$ cat src/pstd_pkg.sv
// Shared types, codes and constants for the process state table with dispatch.
package pstd_pkg;

  localparam int MAX_PROCS_DEF = 16;
  localparam int ID_BITS_DEF = 16;
  localparam int PID_W = 16;
  localparam int WAIT_W = 16;

  localparam logic [WAIT_W-1:0] WAIT_INIT = WAIT_W'(2);
  localparam logic [WAIT_W-1:0] WAIT_MAX = '1;

  typedef enum logic [1:0] {
    OP_CREATE,
    OP_BLOCK,
    OP_WAKE,
    OP_KILL
  } opcode_t;

  typedef enum logic [2:0] {
    ST_OK,
    ST_DUPLICATE,
    ST_NOT_FOUND,
    ST_NOT_RUNNING,
    ST_NOT_BLOCKED,
    ST_FULL
  } status_t;

  typedef enum logic [1:0] {
    MODE_BLOCKED,
    MODE_RUNNING,
    MODE_READY,
    MODE_ABSENT
  } mode_t;

  typedef struct packed {
    opcode_t           opcode;
    logic [PID_W-1:0]  process_id;
  } pstd_req_t;

  typedef struct packed {
    status_t           status;
    mode_t             target_state;
    logic [WAIT_W-1:0] target_wait;
    logic              running_valid;
    logic [PID_W-1:0]  running_id;
  } pstd_rsp_t;

  typedef enum logic [1:0] {
    SCAN_FIND,
    SCAN_SHIFT,
    SCAN_DISP,
    SCAN_REPORT
  } scan_kind_t;

  typedef enum logic [2:0] {
    WR_NONE,
    WR_APPEND,
    WR_BLOCK,
    WR_WAKE,
    WR_PROMOTE
  } wr_kind_t;

  // Commands from the controller to the datapath.
  typedef struct packed {
    logic       load;
    logic       scan_start;
    scan_kind_t scan_kind;
    wr_kind_t   wr_kind;
    logic       dec_count;
    logic       emit;
    status_t    status;
  } pstd_cmd_t;

  // Status from the datapath to the controller.
  typedef struct packed {
    logic    scan_done;
    opcode_t opcode;
    logic    found;
    mode_t   found_mode;
    logic    full;
    logic    promote_ok;
  } pstd_stat_t;

endpackage

$ cat src/process_state_table_dispatch.sv
// Top level of the process state table with dispatch.
//
//   Channel   Ports                              Moves
//   input     in_valid, in_stall, in_data        one command request (opcode, process_id)
//   output    out_valid, out_stall, out_data     one result per request
//
// A request takes one find scan over the table, an optional shift scan for a
// kill, a dispatch scan for create, block and kill, and a report scan. Each
// scan reads the table one entry per cycle over the current entries, and
// control steps lie between the scans.
// Reset is synchronous and active low; it empties the table, clears control and
// holds in_stall high.
// The block takes a new request while the previous result waits under out_stall;
// it holds the new result back only until the output register is free.
module process_state_table_dispatch #(
  parameter int MAX_PROCS = pstd_pkg::MAX_PROCS_DEF,
  parameter int ID_BITS   = pstd_pkg::ID_BITS_DEF
) (
  input  logic                clk,
  input  logic                rst_n,
  input  logic                in_valid,
  output logic                in_stall,
  input  pstd_pkg::pstd_req_t in_data,
  output logic                out_valid,
  input  logic                out_stall,
  output pstd_pkg::pstd_rsp_t out_data
);
  import pstd_pkg::*;

  // Command and status buses between the sequencer and the table datapath.
  pstd_cmd_t  cmd;
  pstd_stat_t st;

  // The controller walks each request through its scans and decides the
  // status code from what the find scan reports.
  pstd_ctrl u_ctrl (
    .clk       (clk),
    .rst_n     (rst_n),
    .in_valid  (in_valid),
    .in_stall  (in_stall),
    .out_valid (out_valid),
    .out_stall (out_stall),
    .st        (st),
    .cmd       (cmd)
  );

  // The datapath holds the ordered table in memory, runs the scans and
  // builds the result from the last report scan.
  pstd_dp #(
    .MAX_PROCS (MAX_PROCS),
    .ID_BITS   (ID_BITS)
  ) u_dp (
    .clk      (clk),
    .rst_n    (rst_n),
    .in_data  (in_data),
    .cmd      (cmd),
    .st       (st),
    .out_data (out_data)
  );

endmodule

$ cat src/pstd_dp.sv
// Datapath: process table memory, scan engine, request and result registers.
module pstd_dp #(
  parameter int MAX_PROCS = pstd_pkg::MAX_PROCS_DEF,
  parameter int ID_BITS   = pstd_pkg::ID_BITS_DEF
) (
  input  logic                  clk,
  input  logic                  rst_n,
  input  pstd_pkg::pstd_req_t   in_data,
  input  pstd_pkg::pstd_cmd_t   cmd,
  output pstd_pkg::pstd_stat_t  st,
  output pstd_pkg::pstd_rsp_t   out_data
);
  import pstd_pkg::*;

  localparam int AW    = $clog2(MAX_PROCS);
  localparam int CNT_W = $clog2(MAX_PROCS + 1);

  typedef struct packed {
    logic [ID_BITS-1:0] key;
    mode_t              mode;
    logic [WAIT_W-1:0]  wcnt;
  } ent_t;

  ent_t mem [MAX_PROCS];
  ent_t rd_q;

  logic [CNT_W-1:0]   count_r;
  opcode_t            op_r;
  logic [ID_BITS-1:0] key_r;

  logic               scan_act_r;
  scan_kind_t         kind_r;
  logic [CNT_W-1:0]   idx_r;
  logic               rv_r;
  logic [AW-1:0]      ridx_r;

  logic               found_r;
  logic [AW-1:0]      slot_r;
  mode_t              fmode_r;
  logic [WAIT_W-1:0]  fwait_r;

  logic               any_run_r;
  logic               pr_found_r;
  logic [AW-1:0]      pr_slot_r;
  logic [ID_BITS-1:0] pr_key_r;

  logic               tgt_found_r;
  mode_t              tgt_mode_r;
  logic [WAIT_W-1:0]  tgt_wait_r;
  logic               run_found_r;
  logic [ID_BITS-1:0] run_id_r;

  pstd_rsp_t          out_r;

  logic               issue;
  logic               scan_done;
  logic               mem_we;
  logic [AW-1:0]      wr_addr;
  ent_t               wr_data;
  logic [WAIT_W-1:0]  wait_inc;

  assign issue     = scan_act_r && (idx_r < count_r);
  assign scan_done = scan_act_r && !issue && !rv_r;
  assign wait_inc  = (rd_q.wcnt == WAIT_MAX) ? rd_q.wcnt : rd_q.wcnt + WAIT_W'(1);

  // Scan write-back takes the port while a read result is in flight; single-entry
  // updates from the controller only come between scans.
  always_comb begin
    mem_we  = 1'b0;
    wr_addr = ridx_r;
    wr_data = rd_q;
    if (rv_r && kind_r == SCAN_SHIFT) begin
      mem_we  = 1'b1;
      wr_addr = ridx_r - AW'(1);
      wr_data = rd_q;
    end else if (rv_r && kind_r == SCAN_DISP && rd_q.mode == MODE_READY) begin
      mem_we  = 1'b1;
      wr_addr = ridx_r;
      wr_data = '{key: rd_q.key, mode: MODE_READY, wcnt: wait_inc};
    end else begin
      case (cmd.wr_kind)
        WR_APPEND: begin
          mem_we  = 1'b1;
          wr_addr = count_r[AW-1:0];
          wr_data = '{key: key_r, mode: MODE_READY, wcnt: WAIT_INIT};
        end
        WR_BLOCK: begin
          mem_we  = 1'b1;
          wr_addr = slot_r;
          wr_data = '{key: key_r, mode: MODE_BLOCKED, wcnt: fwait_r};
        end
        WR_WAKE: begin
          mem_we  = 1'b1;
          wr_addr = slot_r;
          wr_data = '{key: key_r, mode: MODE_READY, wcnt: WAIT_INIT};
        end
        WR_PROMOTE: begin
          mem_we  = 1'b1;
          wr_addr = pr_slot_r;
          wr_data = '{key: pr_key_r, mode: MODE_RUNNING, wcnt: WAIT_INIT};
        end
        default: begin
          mem_we = 1'b0;
        end
      endcase
    end
  end

  always_ff @(posedge clk) begin
    if (mem_we) begin
      mem[wr_addr] <= wr_data;
    end
    if (issue) begin
      rd_q <= mem[idx_r[AW-1:0]];
    end
  end

  // Scan engine and table count.
  always_ff @(posedge clk) begin
    if (!rst_n) begin
      count_r    <= '0;
      scan_act_r <= 1'b0;
      rv_r       <= 1'b0;
    end else begin
      rv_r <= issue;
      if (issue) begin
        idx_r <= idx_r + CNT_W'(1);
      end
      if (scan_done) begin
        scan_act_r <= 1'b0;
      end
      if (cmd.scan_start) begin
        scan_act_r <= 1'b1;
        idx_r      <= (cmd.scan_kind == SCAN_SHIFT) ? CNT_W'(slot_r) + CNT_W'(1) : '0;
      end
      if (cmd.wr_kind == WR_APPEND) begin
        count_r <= count_r + CNT_W'(1);
      end else if (cmd.dec_count) begin
        count_r <= count_r - CNT_W'(1);
      end
    end
  end

  // Per-scan capture registers.
  always_ff @(posedge clk) begin
    if (issue) begin
      ridx_r <= idx_r[AW-1:0];
    end
    if (cmd.load) begin
      op_r  <= in_data.opcode;
      key_r <= ID_BITS'(in_data.process_id);
    end
    if (cmd.scan_start) begin
      kind_r <= cmd.scan_kind;
      case (cmd.scan_kind)
        SCAN_FIND: begin
          found_r <= 1'b0;
        end
        SCAN_DISP: begin
          any_run_r  <= 1'b0;
          pr_found_r <= 1'b0;
        end
        SCAN_REPORT: begin
          tgt_found_r <= 1'b0;
          run_found_r <= 1'b0;
        end
        default: begin
        end
      endcase
    end else if (rv_r) begin
      case (kind_r)
        SCAN_FIND: begin
          if (!found_r && rd_q.key == key_r) begin
            found_r <= 1'b1;
            slot_r  <= ridx_r;
            fmode_r <= rd_q.mode;
            fwait_r <= rd_q.wcnt;
          end
        end
        SCAN_DISP: begin
          if (rd_q.mode == MODE_RUNNING) begin
            any_run_r <= 1'b1;
          end
          if (!pr_found_r && rd_q.mode == MODE_READY) begin
            pr_found_r <= 1'b1;
            pr_slot_r  <= ridx_r;
            pr_key_r   <= rd_q.key;
          end
        end
        SCAN_REPORT: begin
          if (!tgt_found_r && rd_q.key == key_r) begin
            tgt_found_r <= 1'b1;
            tgt_mode_r  <= rd_q.mode;
            tgt_wait_r  <= rd_q.wcnt;
          end
          if (!run_found_r && rd_q.mode == MODE_RUNNING) begin
            run_found_r <= 1'b1;
            run_id_r    <= rd_q.key;
          end
        end
        default: begin
        end
      endcase
    end
  end

  always_ff @(posedge clk) begin
    if (cmd.emit) begin
      out_r.status        <= cmd.status;
      out_r.target_state  <= tgt_found_r ? tgt_mode_r : MODE_ABSENT;
      out_r.target_wait   <= tgt_found_r ? tgt_wait_r : '0;
      out_r.running_valid <= run_found_r;
      out_r.running_id    <= run_found_r ? PID_W'(run_id_r) : '0;
    end
  end

  assign out_data      = out_r;
  assign st.scan_done  = scan_done;
  assign st.opcode     = op_r;
  assign st.found      = found_r;
  assign st.found_mode = fmode_r;
  assign st.full       = (count_r == CNT_W'(MAX_PROCS));
  assign st.promote_ok = !any_run_r && pr_found_r;

`ifndef NO_ASSERTIONS
  a_count_bound: assert property (@(posedge clk) disable iff (!rst_n)
    count_r <= CNT_W'(MAX_PROCS))
    else $error("table count above capacity");

  a_no_cmd_write_in_scan: assert property (@(posedge clk) disable iff (!rst_n)
    rv_r |-> cmd.wr_kind == WR_NONE)
    else $error("entry update collides with scan write-back");

  a_dec_needs_entry: assert property (@(posedge clk) disable iff (!rst_n)
    cmd.dec_count |-> (found_r && count_r != '0))
    else $error("removal without a found entry");
`endif

endmodule

$ cat src/pstd_ctrl.sv
// Controller: sequences find, shift, dispatch and report scans for each request.
module pstd_ctrl (
  input  logic                 clk,
  input  logic                 rst_n,
  input  logic                 in_valid,
  output logic                 in_stall,
  output logic                 out_valid,
  input  logic                 out_stall,
  input  pstd_pkg::pstd_stat_t st,
  output pstd_pkg::pstd_cmd_t  cmd
);
  import pstd_pkg::*;

  typedef enum logic [2:0] {
    S_IDLE,
    S_FIND,
    S_SHIFT,
    S_DISP,
    S_REPORT,
    S_EMIT
  } state_t;

  state_t  state_r, state_nxt;
  status_t status_r, status_nxt;
  logic    out_valid_r, out_valid_nxt;

  always_comb begin
    state_nxt     = state_r;
    status_nxt    = status_r;
    out_valid_nxt = out_valid_r;
    cmd           = '0;
    cmd.status    = status_r;
    if (out_valid_r && !out_stall) begin
      out_valid_nxt = 1'b0;
    end
    case (state_r)
      S_IDLE: begin
        if (in_valid) begin
          cmd.load       = 1'b1;
          cmd.scan_start = 1'b1;
          cmd.scan_kind  = SCAN_FIND;
          state_nxt      = S_FIND;
        end
      end
      S_FIND: begin
        if (st.scan_done) begin
          status_nxt     = ST_OK;
          cmd.scan_start = 1'b1;
          cmd.scan_kind  = SCAN_REPORT;
          state_nxt      = S_REPORT;
          case (st.opcode)
            OP_CREATE: begin
              if (st.found) begin
                status_nxt = ST_DUPLICATE;
              end else if (st.full) begin
                status_nxt = ST_FULL;
              end else begin
                cmd.wr_kind   = WR_APPEND;
                cmd.scan_kind = SCAN_DISP;
                state_nxt     = S_DISP;
              end
            end
            OP_BLOCK: begin
              if (!st.found) begin
                status_nxt = ST_NOT_FOUND;
              end else begin
                if (st.found_mode == MODE_RUNNING) begin
                  cmd.wr_kind = WR_BLOCK;
                end else begin
                  status_nxt = ST_NOT_RUNNING;
                end
                cmd.scan_kind = SCAN_DISP;
                state_nxt     = S_DISP;
              end
            end
            OP_WAKE: begin
              if (!st.found) begin
                status_nxt = ST_NOT_FOUND;
              end else if (st.found_mode == MODE_BLOCKED) begin
                cmd.wr_kind = WR_WAKE;
              end else begin
                status_nxt = ST_NOT_BLOCKED;
              end
            end
            OP_KILL: begin
              if (!st.found) begin
                status_nxt = ST_NOT_FOUND;
              end else begin
                cmd.scan_kind = SCAN_SHIFT;
                state_nxt     = S_SHIFT;
              end
            end
            default: begin
            end
          endcase
        end
      end
      S_SHIFT: begin
        if (st.scan_done) begin
          cmd.dec_count  = 1'b1;
          cmd.scan_start = 1'b1;
          cmd.scan_kind  = SCAN_DISP;
          state_nxt      = S_DISP;
        end
      end
      S_DISP: begin
        if (st.scan_done) begin
          if (st.promote_ok) begin
            cmd.wr_kind = WR_PROMOTE;
          end
          cmd.scan_start = 1'b1;
          cmd.scan_kind  = SCAN_REPORT;
          state_nxt      = S_REPORT;
        end
      end
      S_REPORT: begin
        if (st.scan_done) begin
          state_nxt = S_EMIT;
        end
      end
      S_EMIT: begin
        if (!out_valid_r || !out_stall) begin
          cmd.emit      = 1'b1;
          out_valid_nxt = 1'b1;
          state_nxt     = S_IDLE;
        end
      end
      default: begin
        state_nxt = S_IDLE;
      end
    endcase
  end

  always_ff @(posedge clk) begin
    if (!rst_n) begin
      state_r     <= S_IDLE;
      status_r    <= ST_OK;
      out_valid_r <= 1'b0;
    end else begin
      state_r     <= state_nxt;
      status_r    <= status_nxt;
      out_valid_r <= out_valid_nxt;
    end
  end

  // No request is taken while reset is held.
  assign in_stall  = !rst_n || (state_r != S_IDLE);
  assign out_valid = out_valid_r;

`ifndef NO_ASSERTIONS
  a_emit_free: assert property (@(posedge clk) disable iff (!rst_n)
    cmd.emit |-> !(out_valid_r && out_stall))
    else $error("result overwritten while stalled");

  a_valid_from_emit: assert property (@(posedge clk) disable iff (!rst_n)
    $rose(out_valid_r) |-> $past(state_r == S_EMIT))
    else $error("result raised outside the emit step");

  a_done_in_scan: assert property (@(posedge clk) disable iff (!rst_n)
    st.scan_done |-> (state_r == S_FIND || state_r == S_SHIFT ||
                      state_r == S_DISP || state_r == S_REPORT))
    else $error("scan finished while no scan was expected");
`endif

endmodule

$ cat config.mk
export PLATFORM = sky130hd
export DESIGN_NAME = process_state_table_dispatch
export DESIGN_NICKNAME = d
export VERILOG_FILES = /design/src/pstd_pkg.sv /design/src/process_state_table_dispatch.sv /design/src/pstd_dp.sv /design/src/pstd_ctrl.sv
export SDC_FILE = /design/constraint.sdc
export NUM_CORES = 1
export LEC_CHECK = 0
export ABC_AREA = 0
export BUFFER_PORTS_ARGS = -buffer_cell sky130_fd_sc_hd__buf_2
export CAP_MARGIN = 30
export CELL_PAD_IN_SITES_DETAIL_PLACEMENT = 1
export CELL_PAD_IN_SITES_GLOBAL_PLACEMENT = 2
export CORE_ASPECT_RATIO = 1.4
export CORE_MARGIN = 1.5
export CORE_UTILIZATION = 25
export CTS_BUF_LIST = sky130_fd_sc_hd__clkbuf_8 sky130_fd_sc_hd__clkbuf_16
export DETAILED_ROUTE_END_ITERATION = 8
export PLACE_DENSITY_LB_ADDON = 0.1
export SLEW_MARGIN = 30
export SYNTH_ARGS = -nofsm -noshare
export SYNTH_HDL_FRONTEND = slang
export SYNTH_HIERARCHICAL = 1
export SYNTH_SLANG_ARGS = --single-unit
$ cat constraint.sdc
create_clock -name clk -period 9.1 [get_ports clk]
set_input_delay 0.91 -clock clk [delete_from_list [all_inputs] [get_ports clk]]
set_output_delay 0.91 -clock clk [all_outputs]
set_load 0.01 [all_outputs]
After elaboration in Yosys (flattened, before gate mapping)
Memory sizes are Yosys's and may differ from the RTL's. A register that Yosys moved wholly into a read port is not among the register bits.
Index checks and enable logic that the tools add are counted.

storage, ports and cells
  flip-flop bits (word level) = 162
  bits in writable memories = 544
  input bits = 22
  output and inout bits = 40
  memories = 1

memories
  memory    words  width  rd ports  clocked after memory_dff  wr ports  line           RTL
  u_dp.mem  16     34     1         1                         1         pstd_dp.sv:24  ent_t mem [MAX_PROCS];

cells by class
  add/subtract/negate cells = 6
  order comparisons = 1
  eq/ne operators = 33
  multiplexer cells = 86
  bitwise gates (word level) = 1
  reduce and logical (&&, ||, !) cells = 57

operators with widths
  operator                                              number
  case mux 34 bit (3 select lines)                      1
  2-to-1 mux 34 bit                                     2
  2-to-1 mux 3 bit                                      18
  2-to-1 mux 1 bit                                      38
  AND reduction 4 bit                                   9
  2-to-1 mux 5 bit                                      6
  case mux 3 bit (4 select lines)                       2
  nonzero test 2 bit                                    12
  2-to-1 mux 4 bit                                      5
  case mux 3 bit (3 select lines)                       2
  case mux 3 bit (6 select lines)                       1
  adder 16 x 1 -> 16 bit (second input constant)        1
  equality test 16 bit                                  1
  equality test 16 bit (second input constant)          1
  2-to-1 mux 16 bit                                     1
  != test 2 x 1 -> 1 bit (second input constant)        8
  equality test 2 bit (second input constant)           7
  equality test 3 x 2 -> 1 bit (second input constant)  4
  logical AND 1 bit                                     12
  2-to-1 mux 6 bit                                      2
  case mux 4 bit (3 select lines)                       1
  adder 5 x 1 -> 5 bit (second input constant)          2
  equality test 2 x 1 -> 1 bit (second input constant)  5
  logical NOT 1 bit                                     10
  20 further kinds                                      33

Longest topological paths before layout
Gate-level depths: netlist of the first run.

  depth after elaboration = 14
  mapped depth = 20
  mapped depth without buffers = 16

Modules after synthesis
Netlist of the first run, hierarchy kept.

modules (own cells, without submodules)
  module     instances  cells an instance  area each (um^2)  sequential area each (um^2)
  pstd_dp    1          1364               28801.4           21941.0
  pstd_ctrl  1          89                 594.3             140.1

Worst setup path after synthesis of the first run
OpenSTA, ideal clock, no wires.

  kind = register to register
  start point = register u_dp.idx_r[0]
  end point = memory u_dp/mem[13][0] (netlist name) (enable)
  setup time = 0.468 ns
  data arrival time = 5.955 ns
  data required time = 8.632 ns
  slack = 2.677 ns
  cell stages (with the launch flop) = 21
  period minus slack after synthesis = 6.423 ns
  cells stage by stage = edfxtp_1 clkbuf_1 buf_6 nand2b_1 a21o_1 a21oi_1 o21ai_0 and3_1 buf_4 nand4bb_1 clkbuf_1 nor4b_1 buf_2 or3b_1 inv_2 ha_1 a221oi_1 nor3_1 a311o_1 buf_2 nor3_1

RTL lines
  what                    line            RTL
  start, declared         pstd_dp.sv:33   logic [CNT_W-1:0] idx_r;
  start signal, assigned  pstd_dp.sv:127  idx_r <= idx_r + CNT_W'(1);
  start signal, assigned  pstd_dp.sv:134  idx_r <= (cmd.scan_kind == SCAN_SHIFT) ? CNT_W'(slot_r) + CNT_W'(1) : '0;
  end, declared           pstd_dp.sv:24

==> results of run 1 <==
cell families (layout without fill, tap and decap cells):
| logic type | Yosys count | count (layout) |
|---|---|---|
| adder cells (fa/ha/maj) | 15 | 15 |
| AO/OA/AOI/OAI | 159 | 159 |
| buffers and inverters | 91 | 279 |
| flip-flops | 740 | 740 |
| XOR/XNOR | 23 | 23 |
| multiplexers | 175 | 175 |
| AND/OR/NAND/NOR | 250 | 250 |
worst reg2reg max path, cell delays in order, from the launching register on:
cell and delay, ps:
sky130_fd_sc_hd__dfxtp_1 370, sky130_fd_sc_hd__inv_1 120, sky130_fd_sc_hd__ha_1 300, sky130_fd_sc_hd__a21o_1 100
sky130_fd_sc_hd__a21oi_1 60, sky130_fd_sc_hd__o21ai_0 590, sky130_fd_sc_hd__and3_1 390, sky130_fd_sc_hd__nand4bb_1 380
sky130_fd_sc_hd__nor4b_2 330, sky130_fd_sc_hd__buf_4 240, sky130_fd_sc_hd__or3b_1 260, sky130_fd_sc_hd__inv_2 110
sky130_fd_sc_hd__ha_1 200, sky130_fd_sc_hd__a221oi_1 280, sky130_fd_sc_hd__nor3_1 120, sky130_fd_sc_hd__a311o_1 480
sky130_fd_sc_hd__nor3_2 260, sky130_fd_sc_hd__buf_4 680
stage by stage:
step	hold slack, ps	area [um^2]
finish	431	34300
CTS	370	34300
detailed placement	424	31800
global route	398	34300
global placement	427	31700
floorplan	408	29400
layout by cell type (no fill, tap or decap), types with 20 or more instances in the layout:
master | synthesis | final
sky130_fd_sc_hd__buf_4 | 4 | 55
sky130_fd_sc_hd__a21oi_1 | 25 | 25
sky130_fd_sc_hd__and2_1 | 35 | 35
sky130_fd_sc_hd__clkbuf_16 | 0 | 80
sky130_fd_sc_hd__buf_2 | 15 | 61
sky130_fd_sc_hd__nor2_1 | 22 | 21
sky130_fd_sc_hd__inv_1 | 15 | 29
sky130_fd_sc_hd__nand2_1 | 58 | 58
sky130_fd_sc_hd__edfxtp_1 | 726 | 726
sky130_fd_sc_hd__xnor2_1 | 20 | 20
sky130_fd_sc_hd__o21ai_0 | 39 | 33
sky130_fd_sc_hd__mux4_2 | 170 | 170
sky130_fd_sc_hd__clkinv_1 | 0 | 20
sky130_fd_sc_hd__nand3_1 | 23 | 23
power by group through the flow:
stage	clock, mW	sequential (mW)	combinational, mW
2_1_floorplan	0	4.01	0.748
3_3_place_gp	0	4.06	1.09
3_5_place_dp	0	4.06	1.11
4_1_cts	3.25	3.99	1.11
5_1_grt	3.34	3.99	1.16
6_report	3.11	3.98	1.06
path summary, 6_finish.rpt:
| kind | to | slack [ps] | cells past startpoint | from |
|---|---|---|---|---|
| setup / recovery | u_dp/mem[5][21] | 3440 | 17 | u_dp/count_r[1] |
| hold / removal | u_dp/out_data[37] | 430 | 0 | u_ctrl/status_r[2] |
| setup reg to reg | u_dp/mem[5][21] | 3440 | 17 | u_dp/count_r[1] |
| hold reg to reg | u_dp/out_data[37] | 430 | 0 | u_ctrl/status_r[2] |
area by class of cell:
type | instances | share of cell area [%]
clock buffer | 80 | 5.84
clock inverter | 61 | 1.39
inverter | 17 | 0.186
multi-input combinational | 622 | 20.3
sequential | 740 | 64.4
tap | 1500 | 5.48
timing repair buffer | 121 | 2.38
synth_stat cells, types with 4 or more instances:
library cell	number	share of area, %
sky130_fd_sc_hd__a211oi_1	4	0.10
sky130_fd_sc_hd__a21o_1	5	0.13
sky130_fd_sc_hd__a21oi_1	25	0.43
sky130_fd_sc_hd__a22o_1	4	0.12
sky130_fd_sc_hd__a22oi_1	16	0.41
sky130_fd_sc_hd__a31oi_1	6	0.13
sky130_fd_sc_hd__and2_1	35	0.74
sky130_fd_sc_hd__and3_1	8	0.17
sky130_fd_sc_hd__buf_1	8	0.10
sky130_fd_sc_hd__buf_2	15	0.26
sky130_fd_sc_hd__buf_4	4	0.10
sky130_fd_sc_hd__buf_6	18	0.69
sky130_fd_sc_hd__clkbuf_1	28	0.36
sky130_fd_sc_hd__dfxtp_1	14	0.95
sky130_fd_sc_hd__edfxtp_1	726	74
sky130_fd_sc_hd__ha_1	14	0.60
sky130_fd_sc_hd__inv_1	15	0.19
sky130_fd_sc_hd__mux2i_1	5	0.17
sky130_fd_sc_hd__mux4_2	170	13
sky130_fd_sc_hd__nand2_1	58	0.74
sky130_fd_sc_hd__nand2b_1	5	0.11
sky130_fd_sc_hd__nand3_1	23	0.39
sky130_fd_sc_hd__nand3b_1	5	0.13
sky130_fd_sc_hd__nand4_1	9	0.19
sky130_fd_sc_hd__nor2_1	22	0.28
sky130_fd_sc_hd__nor2b_1	12	0.26
sky130_fd_sc_hd__nor3_1	30	0.51
sky130_fd_sc_hd__nor3b_1	5	0.13
sky130_fd_sc_hd__nor4_1	5	0.11
sky130_fd_sc_hd__o211ai_1	6	0.15
sky130_fd_sc_hd__o21ai_0	39	0.66
sky130_fd_sc_hd__o21ai_1	5	0.085
sky130_fd_sc_hd__o22ai_1	7	0.15
sky130_fd_sc_hd__o31ai_1	6	0.15
sky130_fd_sc_hd__or3_1	7	0.15
sky130_fd_sc_hd__xnor2_1	20	0.60
state kept, by name, indices dropped and copies added (netlist names), 5 cells and up:
signal           count
u_dp/tgt_wait_r     16
u_dp/rd_q           34
u_dp/idx_r           5
u_dp/fwait_r        16
u_dp/key_r          16
u_dp/out_data       38
u_dp/pr_key_r       16
u_dp/mem           544
u_dp/count_r         5
u_dp/run_id_r       16
metal layers:
metal	track usage, %	vias up	part of all wire, %
met5	0	-	0.021
met4	4.56	2	2.3
met3	1.94	90	3.9
met2	24.0	215	52
met1	16.5	7712	42
li1	-	6258	-
==> results.txt, run 1 <==
- Multiplexer fraction of the synthesized cell area: between 10% and 20%
- Clk Latency, worst-skew pair: about 650 ps
- Post-Synthesis Cell Area: roughly 0.029 mm^2
- Dividing the detail-routed via count by the number of cells gives approximately 4.5.
* Kind of critical path: flop to flop
* Power Density: roughly 240 mW/mm^2
* Yosys reg bits: 740
- Of the total synthesized cell area, the portion taken by XOR and XNOR cells is 0.685%.
- Cell internal power was estimated by the tool at slightly above 6 mW.
- Post-placement cell count: approximately 3.0k
* First-pass GRT wire length: 115000 um
- Post-Syn Nets: about 1.5k
- The worst hold path belongs to the class flop to flop.
* Standard cell with the maximum stage delay on the critical path: sky130_fd_sc_hd__buf_4
- Half-perimeter wire length of the detailed placement result: around 47000 um
- Buffers placed on the I/O ports in this run total between 60 and 70.
* Category of the worst setup path launch point: flop
- In this run, the combinational gates consume 13.0% of the power.
* Number of buffers on the longest clock path: 3
- For this run, the register share of the synthesized area comes to between 70 and 80%.
- Max-slew violation count: 0
- Hold repair after CTS inserted 0 buffers.
* Net Sw Power: a little over 2 mW
- Total track usage: 13.4%
- Cell class contributing the biggest share of worst-path delay: simple AND/OR/NAND/NOR gates
* Average cell area after synthesis: around 20 um^2
- Buffers plus inverters on the worst setup path: 4
- The cell count after synthesis came out at roughly 1.5k.
* Warning count from the yosys run: 6
* CTS Root Buffer Type: sky130_fd_sc_hd__clkbuf_16
- Worst-Margin Slew: around 900 ps
- STA puts the critical path data arrival time at 5930 ps.
* Kind of end point of the critical path: flop
* Total global routing overflow: 0
- In this run, the clock network consumes around two fifths of the power.
* Arithmetic-cell share of the synthesized area counting full adders, half adders and majority gates: less than 1%
- The clock net in this run drives a total of 740 sinks.
- The H-tree was split into 3 levels.
- The run finished with clean final reports.
- Setup slack at placement: 3400 ps
- The die is 293 um wide.
- After the first detailed-routing iteration, the DRC count stood at between 900 and 1k.
* Total clock buffers created by CTS: slightly below 80
- In this run the core area contains around 150 standard-cell rows.
- The number of gates resized after CTS was 0.
- Final-layout setup total negative slack: 0 ps
* Initial cell density of the core: between 20% and 30%
- The floorplan step defined a core boundary enclosing around 0.12 mm^2.
- Required time worst endpoint: roughly 9400 ps
* Post-route ant nets: 0
- In the synthesized netlist the dominant register cell turns out to be sky130_fd_sc_hd__edfxtp_1.
- Static leakage: between 10 and 15 nW
* Fraction of registers with async set or reset after synthesis: 0%
- Dividing the detail-routed wire length by the instance count gives between 20 and 30 um.
* Peak per-stage delay on the critical path: slightly below 700 ps
- Clock-pin slew of the registers on the worst-case setup and hold paths: about 60 ps
* Relative slew slack: slightly below 40%
* Share of post-route cells with drive strength above 1: a little over a quarter
- Synthesized-area fraction occupied by ao, oa, aoi and oai cells: approximately 3.8%
- Counting flops with a built-in enable in the synthesized netlist gives 726.
- Post-route non-filler standard cell count: about 3.1k
- Final core utilization: ~29%
- Before antenna repair, the detailed router went through 6 iterations.
- Register cell area after layout: 0.0221 mm^2
- Syn-to-layout area delta: 16.6%
- CTS tree: built
- Number of global-route vias before repair: between 15k and 20k
- The worst path meets setup with ~3400 ps of slack.
- Final hold vios: 0
- Wire length reported by the detailed router: approximately 80000 um
- The floorplan step set the die height to a little over 400 um.
* Yosys cell types: 84
* Total power draw: a little over 8 mW
- Setup repair after global routing left no endpoint under its margin.
- The number of antenna violations at the first check in global routing is 6.
* Overall via count from detail_route: 14.3k
* Diode count: 0
- Largest net degree at the start of global routing: between 80 and 90
- The net count of the finished layout is roughly 1.6k.
- For this run, design rule violations remaining after detail routing come to 0.
* Final setup violation count: 0
* Switching Share: roughly a quarter
* Placer Congestion: approximately 0.7
- Post-CTS setup repair buffer count: 0
- FILL cells: roughly 12k
- Per report_power, the sequential group accounts for between 40% and 50% of the total.
- For this run, the top clock speed supported by timing is between 150 and 200 MHz.
- The routed design could run at a clock period as short as around 5700 ps.
* Maximum VDD drop: about 110 uV
* Count of maximum capacitance violations: 0
* Post-route clock period utilization: approximately 62%
- In the final layout, the multi-input gates occupy 0.00696 mm^2.
* Crit-path cells: inv_1, ha_1, a21o_1, a21oi_1, o21ai_0, and3_1, nand4bb_1, nor4b_2, buf_4, or3b_1, inv_2, ha_1, a221oi_1, nor3_1, a311o_1, nor3_2, buf_4
- Summing the areas of all and, or, nand and nor instances in the mapped netlist gives ~4.8% of the synthesized area.
- The die covers between 0.1 and 0.15 mm^2.
- By area, the combinational part of the netlist is dominated by multiplexers.
- The clock arrives with between 15 and 20 ps of skew.
- Of all nets on the critical path, the largest fanout is 34.
* I/O pin count: 62
Note: power is estimated with default switching activity, not from simulation.
==> run 2, diff against run 1 <==
==> constraint.sdc (replaced) <==
create_clock -name clk -period 4.64 [get_ports clk]
set_input_delay 0.464 -clock clk [delete_from_list [all_inputs] [get_ports clk]]
set_output_delay 0.464 -clock clk [all_outputs]
set_load 0.01 [all_outputs]
==> results.txt, run 2 (same netlist as run 1, synthesis figures left out) <==
* Outcome: finished, final reports clean
* Vertical extent of the die: ~400 um
- STA classifies the critical path endpoint as a flop.
- Max-slew violation count: 0
- Peak per-stage delay on the critical path: ~420 ps
* R2r endpoint: u_dp/mem[13][27]
* Total clock buffers created by CTS: 80
- The via count of the first global-routing pass is around 16k.
- The core region is 0.116 mm^2.
- Worst-Margin Slew: roughly 900 ps
* Class of the tightest hold or removal check: input port to flop
- Clock tree synthesis found a total of 740 sinks.
- Final hold vios: 0
* Biggest register: u_dp/mem
- Clock-pin slew of the registers on the worst-case setup and hold paths: roughly 60 ps
- Die ar.: about 0.12 mm^2
- Width of the chip: about 300 um
- Among the stages of the critical path, the cell type that occurs most often is sky130_fd_sc_hd__buf_4.
- Dividing the detail-routed via count by the number of cells gives about 4.5.
- In this run the remaining antenna-violating nets after routing total 0.
- DRC: 0
- The largest individual stage delay along the critical path comes from the cell sky130_fd_sc_hd__edfxtp_1.
* CTS Root Buffer Type: sky130_fd_sc_hd__clkbuf_16
- In this run the critical register-to-register path is launched from u_dp/idx_r[1].
- STA puts the critical path data required time at 4960 ps.
* DRC marker count from the first detailed-route iteration: 984
- Launch instance of the worst min-delay path: out_stall
- 0 antenna diodes ended up in the layout.
- Internal reg-to-reg setup slack: 370 ps
- In this run the static leakage power is around 11 nW.
- The routed layout has 14.5k vias.
* Endpoint arrival time on the critical path: around 4600 ps
* Number of buffers on the longest clock path: 3
- The first global-routing pass estimated 116000 um of wire.
* Hold Path Sink: u_ctrl/out_valid
- Buffers placed on the I/O ports in this run total 61.
- Initial cell density of the core: about 25%
- Wire length per cell: between 20 and 25 um
- Max-cap violations in this run came to 0.
- During I/O placement, the number of pins put on the boundary was 62.
- At the later pin of the worst-skew pair, clock insertion delay measures approximately 650 ps.
* Number of antenna violations at the first check in global routing: 4
- The first TritonRoute pass finished after 4 iterations.
- Share of post-route cells with drive strength above 1: approximately 30%
* Kind of critical path: flop to flop
- Max FO, Critical Path: 34
* FILL cells: about 12k
- After detailed routing, the total wire length is between 70000 and 80000 um.
- Counting cells, the worst reg-to-reg path comes to 15.
- The H-tree was split into 3 levels.
- Of the available clock period, the critical path in the final layout requires about 92%.
- Final-stage net count: about 1.7k
- Total power draw: around 16 mW
- Across the VDD grid, the largest voltage drop is 268 uV.
* Total track usage: a little over an eighth
* Crit-path cells: ha_1, a21o_1, a21oi_2, o21ai_2, and3_1, nand4bb_1, nor4b_2, buf_4, or3_1, and2_1, nand2_1, buf_4, o221a_4, nor3_4, buf_12
- Placer Congestion: 0.707
* Final setup violation count: 0
- For this design the ratio of total power to cell area is approximately 460 mW/mm^2.
- Total global routing overflow: 0
- Category of the worst setup path launch point: flop
- Timing-limited maximum frequency: between 200 and 250 MHz
- Largest net degree at the start of global routing: 95
- For the final database, setup skew stands at 26.6 ps.
- Once detailed placement completed, the half-perimeter wirelength came to just over 50000 um.
- Leaving out fill and tap cells, the most frequent cell in the layout is sky130_fd_sc_hd__edfxtp_1.
* Hold Path Stages: 3
- Relative to the synthesized area, the layout overhead comes to 19.6%.
- Leaving out fill and tap cells, the most frequent cells in the layout are sky130_fd_sc_hd__edfxtp_1, sky130_fd_sc_hd__mux4_2, sky130_fd_sc_hd__buf_4, sky130_fd_sc_hd__clkbuf_16, sky130_fd_sc_hd__buf_2.
- Max FFs per register: roughly 540
- TritonCTS built the clock tree.
- The smallest clock period supported by the final layout is computed as 4270 ps.
- Relative slew slack: between 40% and 50%
- Minimum hold slack: between 100 and 150 ps
- Standard-cell rows: about 150
[run 2: cell types whose count changed in the layout (fill, tap and decap cells not counted), sizes merged]
cell / before / now
buf: 121 / 167
bufinv: 5 / 4
clkinv: 36 / 43
dlygate4sd3: 0 / 18
[run 2: layout make-up]
class                           count  area (um^2)  area share (%)
Clock inverter                     67          472            1.34
Timing Repair Buffer              185         1530            4.36
Clock buffer                       80         2000            5.69
Tap cell                         1500         1880            5.34
Sequential cell                   740        22100            62.8
Inverter                           17         66.3           0.189
Multi-Input combinational cell    622         7140            20.3
[run 2: critical path, delay by kind of cell (launching register included)]
family | cells | cell delay, ps
simple gates | 7 | 1690
buf+inv | 3 | 780
compound gates | 4 | 710
flops | 1 | 420
fa+ha+maj | 1 | 310
[run 2: report_power, final]
| part | internal, mW | total, mW | switching, mW |
|---|---|---|---|
| sequential | 7.64 | 7.80 | 0.158 |
| clock | 3.38 | 6.10 | 2.71 |
| combinational | 0.952 | 2.24 | 1.29 |
[run 2: layer usage]
layer / track usage, % / vias up / share of wire, %
met5: 0 / - / 0
met4: 4.22 / 0 / 2.1
met3: 1.70 / 86 / 3.0
met2: 21.9 / 226 / 48
met1: 18.2 / 7809 / 46
li1: - / 6423 / -
[run 2: worst max path at each step]
| stage | from | end | slack, ps | depth (start not counted) |
|---|---|---|---|---|
| 6_report | u_dp/idx_r[1] | u_dp/mem[13][27] | 370 | 15 |
| 4_1_cts | u_dp/idx_r[1] | u_dp/mem[15][27] | 60 | 16 |
| 2_1_floorplan | u_dp/idx_r[0] | u_dp/mem[8][0] | 9 | 19 |
| 3_5_place_dp | u_dp/idx_r[1] | u_dp/mem[0][24] | 20 | 15 |
| 3_3_place_gp | u_dp/idx_r[1] | u_dp/mem[0][24] | 130 | 15 |
| 5_1_grt | u_dp/idx_r[1] | u_dp/mem[11][19] | -0.4 | 15 |
[run 2: per-stage QoR]
stage | instance area [um^2] | util (%) | TNS, ps | setup slack [ps] | std cells
after CTS | 35100 | 30.1 | 0 | 55.6 | 3210
after detailed placement | 32400 | 27.8 | 0 | 20.8 | 3043
after global routing | 35200 | 30.2 | -1.14 | -0.428 | 3211
final | 35200 | 30.2 | 0 | 371 | 3211
after floorplan | 29700 | - | 0 | 8.60 | 1453
after global placement | 32400 | 27.8 | 0 | 130 | 3043
[run 2: timing repair]
item                                   CTS  global route
resized for setup                        0             1
setup buffers                            2             0
pin swaps                                1             0
hold buffers                            18             0
setup endpoints to repair               20           262
endpoints found under the hold margin   18             0
==> run 3, diff against run 2 <==
--- a/config.mk
+++ b/config.mk
@@ -11,7 +11,7 @@
 export CELL_PAD_IN_SITES_DETAIL_PLACEMENT = 1
 export CELL_PAD_IN_SITES_GLOBAL_PLACEMENT = 2
 export CORE_ASPECT_RATIO = 1.4
-export CORE_MARGIN = 1.5
+export CORE_MARGIN = 8
 export CORE_UTILIZATION = 25
 export CTS_BUF_LIST = sky130_fd_sc_hd__clkbuf_8 sky130_fd_sc_hd__clkbuf_16
 export DETAILED_ROUTE_END_ITERATION = 8
==> results.txt, run 3 (same netlist as run 1, synthesis figures left out) <==
- After detailed routing, the number of remaining DRC violations is 0.
* Number of global-route vias before repair: about 16k
- Minimum clock period after layout: 4350 ps
- Internal reg-to-reg setup slack: 290 ps
- The number of antenna violations at the first check in global routing came to 7.
* Die ar.: ~0.13 mm^2
- Register cell area after layout: approximately 0.022 mm^2
* Final hold vios: 0
- Count of maximum capacitance violations: 0
- Detailed routing inserted a total of 14.6k vias.
- Width of the chip: between 300 and 400 um
* Final setup violation count: 0
- No sink is reached through more buffers than the 3 on the longest clock path.
- Grouping stages by cell kind, the critical path spends the most delay in simple AND/OR/NAND/NOR gates.
- The worst register-to-register path has a depth of 17.
- Hold is met by between 150 and 200 ps.
- Post-route non-filler standard cell count: between 3k and 4k
* Footprint of the multi-input gates: between 0.007 and 0.008 mm^2
* Largest net degree at the start of global routing: 140
* Post-route clock period utilization: between 90% and 100%
* Most frequent standard cell in the layout excluding fill and tap cells: sky130_fd_sc_hd__edfxtp_1
- Wire length reported by the detailed router: a little over 80000 um
* DRT Pass-1 Iters: 5
- Clock-pin slew of the registers on the worst-case setup and hold paths: ~60 ps
* Total clock buffers created by CTS: between 70 and 80
- Maximum VDD drop: about 230 uV
- Once detail routing completed, the nets flagged for antenna violations numbered 0.
* Crit-path cells: inv_1, ha_1, a21o_1, a21oi_2, o21ai_2, and3_1, nor2b_1, and4_2, or3b_4, inv_4, ha_1, a221oi_1, nor3_1, a311oi_4, buf_4, nor3_4, buf_12
* Class of the tightest hold or removal check: input port to flop
* Levels on crit path: 17
- The critical path contains buffers and inverters numbering 4 combined.
- For the worst setup path, the data arrival time is around 4700 ps.
- On the critical path, the stage with the largest delay is an instance of sky130_fd_sc_hd__or3b_4.
* Worst Clk Skew: 28.5 ps
- For met1 alone, demand over resource in global routing was 15.7%.
* Total of buffers placed on input and output ports: 61
* FILL cells: approximately 12k
- Max-slew violation count: 0
- Leaving out fill and tap cells, the most frequent cells in the layout are sky130_fd_sc_hd__edfxtp_1, sky130_fd_sc_hd__mux4_2, sky130_fd_sc_hd__clkbuf_16, sky130_fd_sc_hd__buf_4, sky130_fd_sc_hd__buf_2.
* Syn-to-layout area delta: 20.3%
- Cells fill 30.2% of the core in the end.
- Vias/cell: 4.56
* R2r endpoint: u_dp/mem[15][31]
- RSZ-0062 raised after global routing: false
- I/O pin count: slightly above 60
* Wire length per cell: between 20 and 30 um
- Once placement completed, the tool counted placed cells totaling between 3k and 4k.
- For this design the static power due to leakage is roughly 11 nW.
* Core footprint: between 0.1 and 0.15 mm^2
- Most common cell on crit path: sky130_fd_sc_hd__ha_1
- Global routing used around an eighth of the available tracks.
- In the final design database the tool counted 1678 nets.
- Of the cells placed in the final design, the portion with a size suffix greater than 1 is between 20% and 30%.
- Total global routing overflow: 0
* Biggest register: u_dp/mem
- GRT busiest layer: met2
- Max FFs per register: about 540
- Initial cell density of the core: between 20% and 30%
* Power Density: around 470 mW/mm^2
* Clk Latency, worst-skew pair: 650 ps
* First-pass GRT wire length: 120000 um
* Outcome: finished, final reports clean
- The congestion estimate from routability-driven global placement came to between 0.7 and 0.8.
- Peak per-stage delay on the critical path: ~460 ps
- Kind of end point of the critical path: flop
* Max FO, Critical Path: 25
- TritonCTS built the clock tree.
- Category of the worst setup path launch point: flop
- The critical path in this run is classified as flop to flop.
* Met3 demand-to-capacity share in global routing: 2.01%
* Final-layout setup total negative slack: 0 ps
- In this run the tightest slew margin relative to its limit is between 40% and 50%.
- At the worst endpoint, the required time is roughly 5000 ps.
- The die is about 420 um tall.
- DRC marker count from the first detailed-route iteration: slightly above 1k
- Worst-Margin Slew: 778 ps
* Half-perimeter wire length of the detailed placement result: 54500 um
- Derived from the worst setup path, the maximum achievable clock frequency is between 200 and 250 MHz.
* CTS Root Buffer Type: sky130_fd_sc_hd__clkbuf_16
- Setup slack at placement: 52.9 ps
- After routing the design area is 0.0354 mm^2.
- The floorplan has ~150 rows.
- Placed instance area: 0.0324 mm^2
* Worst setup margin: about 290 ps
- Global routing consumed, on the met2 layer, between 20% and 30% of the routing resources.
- Clock tree sinks: 740
- In this run the worst setup path terminates at u_dp/mem[15][31].
* CP Launch Point: u_dp/count_r[1]
- The H-tree was split into 3 levels.
* Worst reg2reg startpoint: u_dp/count_r[1]
- The completed layout was analyzed and its total power is about 17 mW.
==> run 3: area by class of cell <==
cell class                 count  share of cell area, %
timing repair buffer         181                   4.29
clock buffer                  81                   5.73
inverter                      17                  0.188
sequential                   740                   62.4
antenna                        1                0.00708
multi-input combinational    622                   20.2
tap                         1510                   5.34
clock inverter                62                   1.81
==> run 3: tightest hold or removal path, stage by stage <==
cell and delay [ps]:
sky130_fd_sc_hd__buf_2 160, sky130_fd_sc_hd__o21ai_0 90, sky130_fd_sc_hd__a31oi_1 40
==> run 3: power breakdown <==
group	internal [mW]	switching, mW
Sequential	7.64	0.159
Combinational	0.962	1.34
Clock	3.85	2.68
Total	12.5	4.17
==> run 3: metal layers <==
metal / wire length, um / vias up / part of all wire, %
met4: 1990 / 0 / 2.4
met1: 34900 / 7879 / 42
li1: - / 6404 / -
met5: 0 / - / 0
met2: 43200 / 267 / 52
met3: 2780 / 98 / 3.3
==> run 3: how the worst min path moves through the flow <==
| stage | startpoint | to | slack, ps | depth (start not counted) |
|---|---|---|---|---|
| floorplan | u_ctrl/status_r[0] | u_dp/out_data[35] | 410 | 0 |
| global placement | u_ctrl/status_r[2] | u_dp/out_data[37] | 420 | 0 |
| detailed placement | u_ctrl/status_r[0] | u_dp/out_data[35] | 420 | 0 |
| CTS | out_stall | u_ctrl/out_valid | 90 | 3 |
| global route | rst_n | u_dp/scan_act_r | 130 | 3 |
| finish | rst_n | u_dp/scan_act_r | 170 | 3 |
==> run 3: timing repair <==
item                                    4_1_cts  5_1_grt
resized for setup                             0        8
setup buffers                                 0        2
endpoints found under the setup margin        0      256
endpoints found under the hold margin        18        0
hold buffers                                 18        0
